==> config.mk <==
export PLATFORM = sky130hd
export DESIGN_NAME = gs_ctrl
export DESIGN_NICKNAME = d
export VERILOG_FILES = /design/src/hw/rtl/gs_pkg.sv /design/src/hw/rtl/gs_ctrl.sv
export SDC_FILE = /design/constraint.sdc
export NUM_CORES = 1
export LEC_CHECK = 0
export BUFFER_PORTS_ARGS = -buffer_cell sky130_fd_sc_hd__buf_4
export CORE_AREA = 2 2 39 41
export CTS_BUF_LIST = sky130_fd_sc_hd__clkbuf_2
export DETAILED_ROUTE_END_ITERATION = 8
export DIE_AREA = 0 0 41 43
export SYNTH_ARGS = -nofsm -noshare
export SYNTH_HDL_FRONTEND = slang
export SYNTH_SLANG_ARGS = --single-unit
==> constraint.sdc <==
create_clock -name clock -period 1.8 [get_ports clock]
set_clock_uncertainty 0.05 [all_clocks]
set_input_delay 0.27 -clock clock [delete_from_list [all_inputs] [get_ports clock]]
set_output_delay 0.27 -clock clock [all_outputs]
set_load 0.1 [all_outputs]
==> src/hw/rtl/gs_pkg.sv <==
package gs_pkg;

   // fixed field widths
   localparam int SMP_W  = 16;               // Q8.8 sample
   localparam int Z_W    = 16;               // Q5.11 result
   localparam int SUM_W  = 22;               // signed sum of up to 64 samples
   localparam int SQ_W   = 31;               // square of one sample
   localparam int QS_W   = 37;               // sum of up to 64 squares
   localparam int NQ_W   = 44;               // n*Q and S*S
   localparam int D_W    = 43;               // n*Q - S*S, never negative
   localparam int FRAC_SH = 20;              // extra bits under the root
   localparam int V_W    = D_W + FRAC_SH;    // radicand
   localparam int RT_W   = 32;               // final root
   localparam int NUM_W  = 24;               // n*x - S, signed
   localparam int MAG_W  = NUM_W - 1;
   localparam int DVD_W  = MAG_W + 22;       // rounded dividend
   localparam int DVS_W  = RT_W + 1;         // 2*root
   localparam int CNT_W  = 6;                // iteration counter
   localparam int SQRT_STEPS = V_W / 2 + 1;  // radicand bit pairs
   localparam int DIV_STEPS  = DVD_W;

   localparam logic signed [Z_W-1:0] Z_MAX = 16'sh7FFF;
   localparam logic signed [Z_W-1:0] Z_MIN = -16'sh8000;

   // controller to datapath
   typedef struct packed {
      logic ld;          // store an accepted sample
      logic dev_mul;     // form n*Q and S*S
      logic sqrt_init;
      logic sqrt_step;
      logic rd_issue;    // read the store at the element index
      logic elem_mul;    // form n*x
      logic div_init;
      logic div_step;
      logic out_load;    // latch the result payload
      logic idx_inc;
      logic clear;       // end of group
   } gs_cmd_type;

   // datapath to controller
   typedef struct packed {
      logic cnt_zero;
      logic elem_last;
   } gs_sts_type;

endpackage

==> src/hw/rtl/gs_ctrl.sv <==
module gs_ctrl
   import gs_pkg::*;
(
   input  logic       clock,
   input  logic       reset,
   input  logic       req_valid,
   input  logic       req_group_end,
   output logic       req_ready,
   output logic       rsp_valid,
   input  logic       rsp_ready,
   input  gs_sts_type sts,
   output gs_cmd_type cmd
);

   localparam logic [3:0] ST_LOAD = 4'd0;
   localparam logic [3:0] ST_DEV0 = 4'd1;
   localparam logic [3:0] ST_DEV1 = 4'd2;
   localparam logic [3:0] ST_DEV2 = 4'd3;
   localparam logic [3:0] ST_SQRT = 4'd4;
   localparam logic [3:0] ST_RD   = 4'd5;
   localparam logic [3:0] ST_MUL  = 4'd6;
   localparam logic [3:0] ST_DIVI = 4'd7;
   localparam logic [3:0] ST_DIV  = 4'd8;
   localparam logic [3:0] ST_FIN  = 4'd9;
   localparam logic [3:0] ST_OUT  = 4'd10;

   logic [3:0] state_ff, state_in;
   logic       req_xfer;

   assign req_ready = (state_ff == ST_LOAD);
   assign rsp_valid = (state_ff == ST_OUT);
   assign req_xfer  = req_valid && req_ready;

   // sequencing
   always_comb begin
      state_in = state_ff;
      cmd      = '0;
      case (state_ff)
         ST_LOAD: begin
            cmd.ld = req_xfer;
            if (req_xfer && req_group_end) state_in = ST_DEV0;
         end
         ST_DEV0: state_in = ST_DEV1;
         ST_DEV1: begin
            cmd.dev_mul = 1'b1;
            state_in    = ST_DEV2;
         end
         ST_DEV2: begin
            cmd.sqrt_init = 1'b1;
            state_in      = ST_SQRT;
         end
         ST_SQRT: begin
            cmd.sqrt_step = 1'b1;
            if (sts.cnt_zero) state_in = ST_RD;
         end
         ST_RD: begin
            cmd.rd_issue = 1'b1;
            state_in     = ST_MUL;
         end
         ST_MUL: begin
            cmd.elem_mul = 1'b1;
            state_in     = ST_DIVI;
         end
         ST_DIVI: begin
            cmd.div_init = 1'b1;
            state_in     = ST_DIV;
         end
         ST_DIV: begin
            cmd.div_step = 1'b1;
            if (sts.cnt_zero) state_in = ST_FIN;
         end
         ST_FIN: begin
            cmd.out_load = 1'b1;
            state_in     = ST_OUT;
         end
         ST_OUT: begin
            if (rsp_ready) begin
               if (sts.elem_last) begin
                  cmd.clear = 1'b1;
                  state_in  = ST_LOAD;
               end else begin
                  cmd.idx_inc = 1'b1;
                  state_in    = ST_RD;
               end
            end
         end
         default: state_in = ST_LOAD;
      endcase
   end

   always_ff @(posedge clock) begin
      if (reset) state_ff <= ST_LOAD;
      else       state_ff <= state_in;
   end

endmodule

==> summary.md, run 1 <==
| Metric | Value |
|---|---|
| Register area share after synthesis | 19.9% |
| Synth cell types | 24 |
| Cell Pwr Density | 840 mW/mm^2 |
| Crit path cell chain | or2b_1 -> nor2_4 -> buf_4 |
| Total CTS buffers | 3 |
| Gr busiest metal | met2 |
| Vias per std cell | 4.84 |
| DP HPWL | 740 um |
| Clk sinks | 4 |
| Synth Cell Area | 403 um^2 |
| Most frequent cells after synthesis | nand2_1, nor2_1, buf_6, dfxtp_1, nor3_1 |
| Avg Cell Area, Syn | 7.75 um^2 |
| Root buf cell | clkbuf_2 |
| FFs w/ async S/R, synth | 0% |
| Slowest stage delay, CP | 0.42 ns |
| Clock transition at the registers of the reported paths | 0.05 ns |
| Syn_nets | 59 |
| Critical path class | reg -> out |
| Worst Slack Setup Final | 0.0946 ns |
| DR iter-0 viols | 4 |
| Area of the multi-input gates | 323 um^2 |
| Synth top area cells | dfxtp_1, buf_6, nand2_1 |
| Slew @ Worst Pin | 0.269 ns |
| Starting Density | 29.1% |
| Largest Register | state_ff |
| Max VDD drop | 0.536 mV |
| Core Rows | 14 |
| Routing usage on met3 | 7.85% |
| Grt total ovfl | 0 |
| Total Nets Final | 81 |
| Clock latency at the later pin of the worst-skew pair | 0.21 ns |
| Crit start category | register |
| Total Die Area | 0.00176 mm^2 |
| # diodes | 0 |
| Final hold violations | 0 |
| Main synth FF type | dfxtp_1 |
| Post-route insts no fill | 88 |
| FMAX | 586 MHz |
| Hold Worst Slack | 0.189 ns |
| Pins Over Slew Limit | 0 |
| Routed wire length | 928 um |
| CP Max Fanout | 6 |
| Leakage power | 0.286 nW |
| Slew headroom | 82.0% |
| GR Util met2 | 19.7% |
| Post-DRT Antenna Nets | 0 |
| Final setup viols | 0 |
| Largest regs | state_ff: 4 flops |
| H-Tree Depth | 1 |
| Area grow syn2layout | 56.2% |
| Placed cells | 85 |
| Critical Path End Type | output pin |
| Count leader, synth | nand2_1 |
| Port Buffers | 19 |
| Fillcell total | 137 |
| Synthesis Warnings | 0 |
| Max Cap Viol | 0 |
| IO Pins | 20 |
| Yosys top cell by area | dfxtp_1 |
| Wire per inst | 10.5 um |
| Cells after synthesis | 52 |
| First-pass GRT wire length | 1480 um |
| DRC | 0 |
| Die Ht | 43 um |
| Area fraction of the dominant cell type after synthesis | 19.9% |
| Largest net degree at the start of global routing | 13 |
| Min Tclk post-route | 1.71 ns |
| Setup WS pre-CTS | 0.199 ns |
| Via count | 426 |
| Initial antenna violation count | 0 |
| Slowest CP cell | dfxtp_2 |
| Met1 global-route usage | 13.2% |
| Register area | 87.6 um^2 |
| Gr usage total | 12.6% |
| Worst Hold Class | in -> reg |
| Required time of the critical path | 1.48 ns |
| Max reg flops | 4 |
| CTS tree | built |
| Status | completed |
| 1st-pass router iterations | 4 |
| Setup bufs post-CTS | 0 |
| Arrival time at the worst endpoint | 1.39 ns |
| Chip width | 41 um |
| Vias in the first global route | 383 |
| RSZ-0062 raised after global routing | no |
| Fin crit share | 94.7% |
| Synthesized flop and latch total | 4 |
| Layout cells sized above 1 | 61.1% |
| Final GP Congestion | 0.760 |
| Max clock buf depth | 2 |
| Post-synth EDFFs | 0 |
| Core area | 0.00138 mm^2 |
==> per-stage QoR <==
stage	setup TNS, ns	area (um^2)	total power [mW]	util, %
floorplan	-3.59	458	0.394	-
global placement	0	591	0.446	42.7
detailed placement	0	591	0.446	42.7
CTS	0	614	0.533	44.4
global route	0	629	0.563	45.5
finish	0	629	0.529	45.5
==> layout by cell type, fill, tap and decap left out <==
| master | instances |
|---|---|
| a31oi_1 | 1 |
| a31o_1 | 1 |
| and3_1 | 1 |
| nor2_1 | 2 |
| nor3_4 | 1 |
| o21ai_0 | 1 |
| and4bb_2 | 1 |
| xnor2_1 | 1 |
| clkbuf_2 | 3 |
| buf_4 | 17 |
| dfxtp_2 | 3 |
| a211oi_1 | 2 |
| buf_6 | 3 |
| inv_1 | 2 |
| a211o_1 | 1 |
| nor4_1 | 1 |
| nor4_4 | 1 |
| dfxtp_4 | 1 |
| nand2b_1 | 3 |
| nor2_4 | 3 |
| a22oi_2 | 1 |
| a21oi_1 | 1 |
| nor3_2 | 4 |
| and2_4 | 1 |
| or2b_1 | 1 |
| nor3b_2 | 1 |
| and3_4 | 1 |
| nor2_2 | 2 |
| buf_8 | 1 |
| nand2_1 | 10 |
==> final timing paths <==
path	from	to	slack [ns]	cells after the start
min	reset	state_ff[3]	0.19	2
max	state_ff[0]	cmd[8]	0.09	3
max reg2reg	state_ff[0]	state_ff[2]	0.33	4
min reg2reg	state_ff[3]	state_ff[1]	0.51	1
==> power breakdown <==
group,leakage [nW],total [mW],internal [mW],switching (mW)
sequential,0.0347,0.125,0.100,0.0248
combinational,0.239,0.322,0.0962,0.226
clock,0.0125,0.0812,0.0448,0.0365
==> worst max-delay path: cells and delay by family, from the launching register on <==
family        cells  cell delay (ns)
flops             1             0.42
simple gates      2             0.46
buf+inv           1             0.30
==> cell families (layout without fill, tap and decap cells) <==
kind of cell	Yosys count	after routing	share of synthesized area (%)
DFF	4	4	19.9
AOI/OAI and AO/OA	8	8	15.2
buffers and inverters	6	26	13.0
xor gates and xnor gates	1	1	2.17
and+or+nand+nor	33	33	49.7
==> cell type report <==
cell class / count / area share (%)
repair buffers: 21 / 28.0
flip-flops and latches: 4 / 13.9
multi-input cells: 42 / 51.3
inverters: 2 / 1.19
well taps: 16 / 3.18
clock buffers: 3 / 2.39
==> timing repair <==
| action | in CTS | in global routing |
|---|---|---|
| setup endpoints to repair | 3 | 5 |
| gates resized for setup | 3 | 5 |
| cloned | 0 | 0 |
| hold buffers | 0 | 0 |
| hold endpoints to repair | 0 | 0 |
==> routing by layer <==
layer | up-vias | wire length, um | share of wire [%]
met5 | - | 0 | 0
met4 | 0 | 0 | 0
met3 | 0 | 53 | 5.7
met2 | 10 | 455 | 49
met1 | 194 | 418 | 45
li1 | 222 | - | -
Power figures use the tool's default switching activity.
==> run 2: changes to the inputs <==
==> constraint.sdc (replaced) <==
create_clock -name clock -period 1.8 [get_ports clock]
set_clock_uncertainty 0.05 [all_clocks]
set_input_delay 0.36 -clock clock [delete_from_list [all_inputs] [get_ports clock]]
set_output_delay 0.36 -clock clock [all_outputs]
set_load 0.1 [all_outputs]
==> summary.md, run 2 (synthesis results as in run 1) <==
| Metric | Value |
|---|---|
| Status | completed |
| CTS tree | built |
| Final GP Congestion | 0.718 (-5.5%) |
| Gr usage total | 14.1% (+1.5 points) |
| Hold depth | 2 (unchanged) |
| Critical path class | reg -> out |
| RSZ-0062 raised after global routing | no |
| Wire per inst | 10.8 um (+2.4%) |
| Register area | 88.8 um^2 (+1.4%) |
| Placed Instance Area | 606 um^2 (+2.5%) |
| Vias per std cell | 4.86 (+0.30%) |
| Worst Hold Class | in -> reg |
| Initial antenna violation count | 0 (unchanged) |
| Required time of the critical path | 1.39 ns (-0.09 ns) |
| CP Max Fanout | 13 (+7) |
| Setup WS pre-CTS | 0.121 ns (-0.0775 ns) |
| Total Nets Final | 83 (+2.5%) |
| Reg2reg end | state_ff[2] |
| Worst reg2reg path startpoint | state_ff[2] |
| Layout cells sized above 1 | 60.8% (-0.30 points) |
| R2r setup slk | 0.40 ns (+0.07 ns) |
| Sw Ratio | 53.2% (-1.2 points) |
| Post-DRT Antenna Nets | 0 (unchanged) |
| Crit start category | register |
| DRC | 0 (unchanged) |
| 1st-pass router iterations | 4 (unchanged) |
| Via count | 437 (+2.6%) |
| Hold_sp | reset |
| Routed wire length | 972 um (+4.7%) |
| Grt total ovfl | 0 (unchanged) |
| Total Die Area | 0.00176 mm^2 (unchanged) |
| Fin crit share | 96.0% (+1.2 points) |
| Core area | 0.00138 mm^2 (unchanged) |
| Critical Path End Type | output pin |
| Clock transition at the registers of the reported paths | 0.04 ns (about the same) |
| Max clock buf depth | 2 (unchanged) |
| Pins Over Slew Limit | 0 (unchanged) |
| Placed cells | 87 (+2.4%) |
| Die Ht | 43 um (unchanged) |
| Post-route insts no fill | 90 (+2.3%) |
| Clock share of power | 14.4% (-1.0 points) |
| Slew @ Worst Pin | 0.294 ns (+0.0247 ns) |
| Vias in the first global route | 412 (+7.6%) |
| Cell Pwr Density | 807 mW/mm^2 (-4.0%) |
| Largest regs | state_ff: 4 flops |
| Worst Reg-to-Reg Cells | 4 (unchanged) |
| Largest net degree at the start of global routing | 14 (+1) |
| Area of the multi-input gates | 323 um^2 (unchanged) |
| Final hold violations | 0 (unchanged) |
| Clock latency at the later pin of the worst-skew pair | 0.20 ns (about the same) |
| Psw | 287 uW (about the same) |
| Hold Worst Slack | 0.288 ns (+0.0995 ns) |
| IO Pins | 20 (unchanged) |
| Chip width | 41 um (unchanged) |
| Worst Slack Setup Final | 0.0724 ns (-0.0222 ns) |
| Area grow syn2layout | 66.1% |
| Max Cap Viol | 0 (unchanged) |
| Most frequent cells in the layout | buf_4, nand2_1, nor3_2, buf_6 |
| Min Tclk post-route | 1.73 ns (+0.0222 ns) |
| Slew headroom | 80.3% (-1.7 points) |
| First-pass GRT wire length | 1680 um (+14%) |
| Max reg flops | 4 (unchanged) |
| Final instance area | 669 um^2 (+6.4%) |
| Root buf cell | clkbuf_2 |
| Internal power | 253 uW (+4.8%) |
| Commonest non-fill, non-tap cell in the layout | buf_4 |
| Clk sinks | 4 (unchanged) |
| Seq pwr share | 23.9% (+0.2 points) |
| Port Buffers | 19 (unchanged) |
| Fillcell total | 137 (unchanged) |
| Total CTS buffers | 3 (unchanged) |
| Setup bufs post-CTS | 0 (unchanged) |
| FMAX | 579 MHz (-1.3%) |
| Leakage power | 0.303 nW (+5.9%) |
| H-Tree Depth | 1 (unchanged) |
| Arrival time at the worst endpoint | 1.32 ns (-0.07 ns) |
| Final setup viols | 0 (unchanged) |
| # diodes | 0 (unchanged) |
| Min-Delay Endpoint | state_ff[3] |
| DP HPWL | 807 um (+9.0%) |
| Max VDD drop | 0.370 mV (-31%) |
| Largest Register | state_ff |
| Core Rows | 14 (unchanged) |
| DR iter-0 viols | 2 (-2) |
| Starting Density | 29.1% (unchanged) |
| Logic pwr share | 61.7% (+0.7 points) |
-- run 2: cell count changes in the layout (fill, tap and decap cells not counted) --
cell | previous run | this run
dfxtp_2 | 3 | 1
buf_12 | 0 | 1
buf_4 | 17 | 16
buf_6 | 3 | 4
buf_8 | 1 | 2
dfxtp_1 | 0 | 1
dfxtp_4 | 1 | 2
-- run 2: timing repair --
| item | 4_1_cts | 5_1_grt |
|---|---|---|
| gates cloned | 0 | 0 |
| endpoints found under the setup margin | 9 | 8 |
| hold buffers | 0 | 0 |
| gates resized for setup | 6 | 8 |
-- run 2: power by group through the flow --
| stage | clock network [mW] | logic [mW] | registers [mW] |
|---|---|---|---|
| floorplan | 0 | 0.284 | 0.109 |
| global placement | 0 | 0.314 | 0.130 |
| detailed placement | 0 | 0.317 | 0.130 |
| CTS | 0.0828 | 0.323 | 0.130 |
| global route | 0.0848 | 0.354 | 0.132 |
| finish | 0.0777 | 0.333 | 0.129 |
-- run 2: worst max path at each step --
stage                startpoint  endpoint  slack (ns)  cells after the start
CTS                 state_ff[0]    cmd[2]       0.009                      3
detailed placement  state_ff[2]    cmd[7]        0.12                      3
global placement    state_ff[2]    cmd[7]        0.15                      3
floorplan           state_ff[3]   cmd[10]       -0.72                      3
global route        state_ff[1]    cmd[1]       0.008                      5
finish              state_ff[0]    cmd[8]        0.07                      3
-- run 2: final cells by class --
| cell class | count | area share (%) |
|---|---|---|
| timing repair buffer | 23 | 32.1 |
| multi-input combinational | 42 | 48.2 |
| sequential | 4 | 13.3 |
| tap | 16 | 2.99 |
| inverter | 2 | 1.12 |
| clock buffer | 3 | 2.24 |
-- run 2: routing by layer --
metal	GRT usage (%)	part of all wire [%]	vias to the layer above
met5	0	0	-
met4	6.00	0.82	0
met3	4.71	3.2	2
met1	14.8	42	200
met2	23.8	54	9
li1	-	-	226
-- run 2: worst max-delay path, stage by stage, from the launching register on --
cell and delay [ns]:
dfxtp_4 0.44, or2b_1 0.32, nor2_4 0.15, buf_8 0.21
-- run 2: metrics by stage --
stage / TNS, ns / util [%] / power, mW
2_1_floorplan: -4.32 / - / 0.394
3_3_place_gp: 0 / 43.8 / 0.444
3_5_place_dp: 0 / 43.8 / 0.447
4_1_cts: 0 / 46.2 / 0.535
5_1_grt: 0 / 48.4 / 0.571
6_report: 0 / 48.4 / 0.540
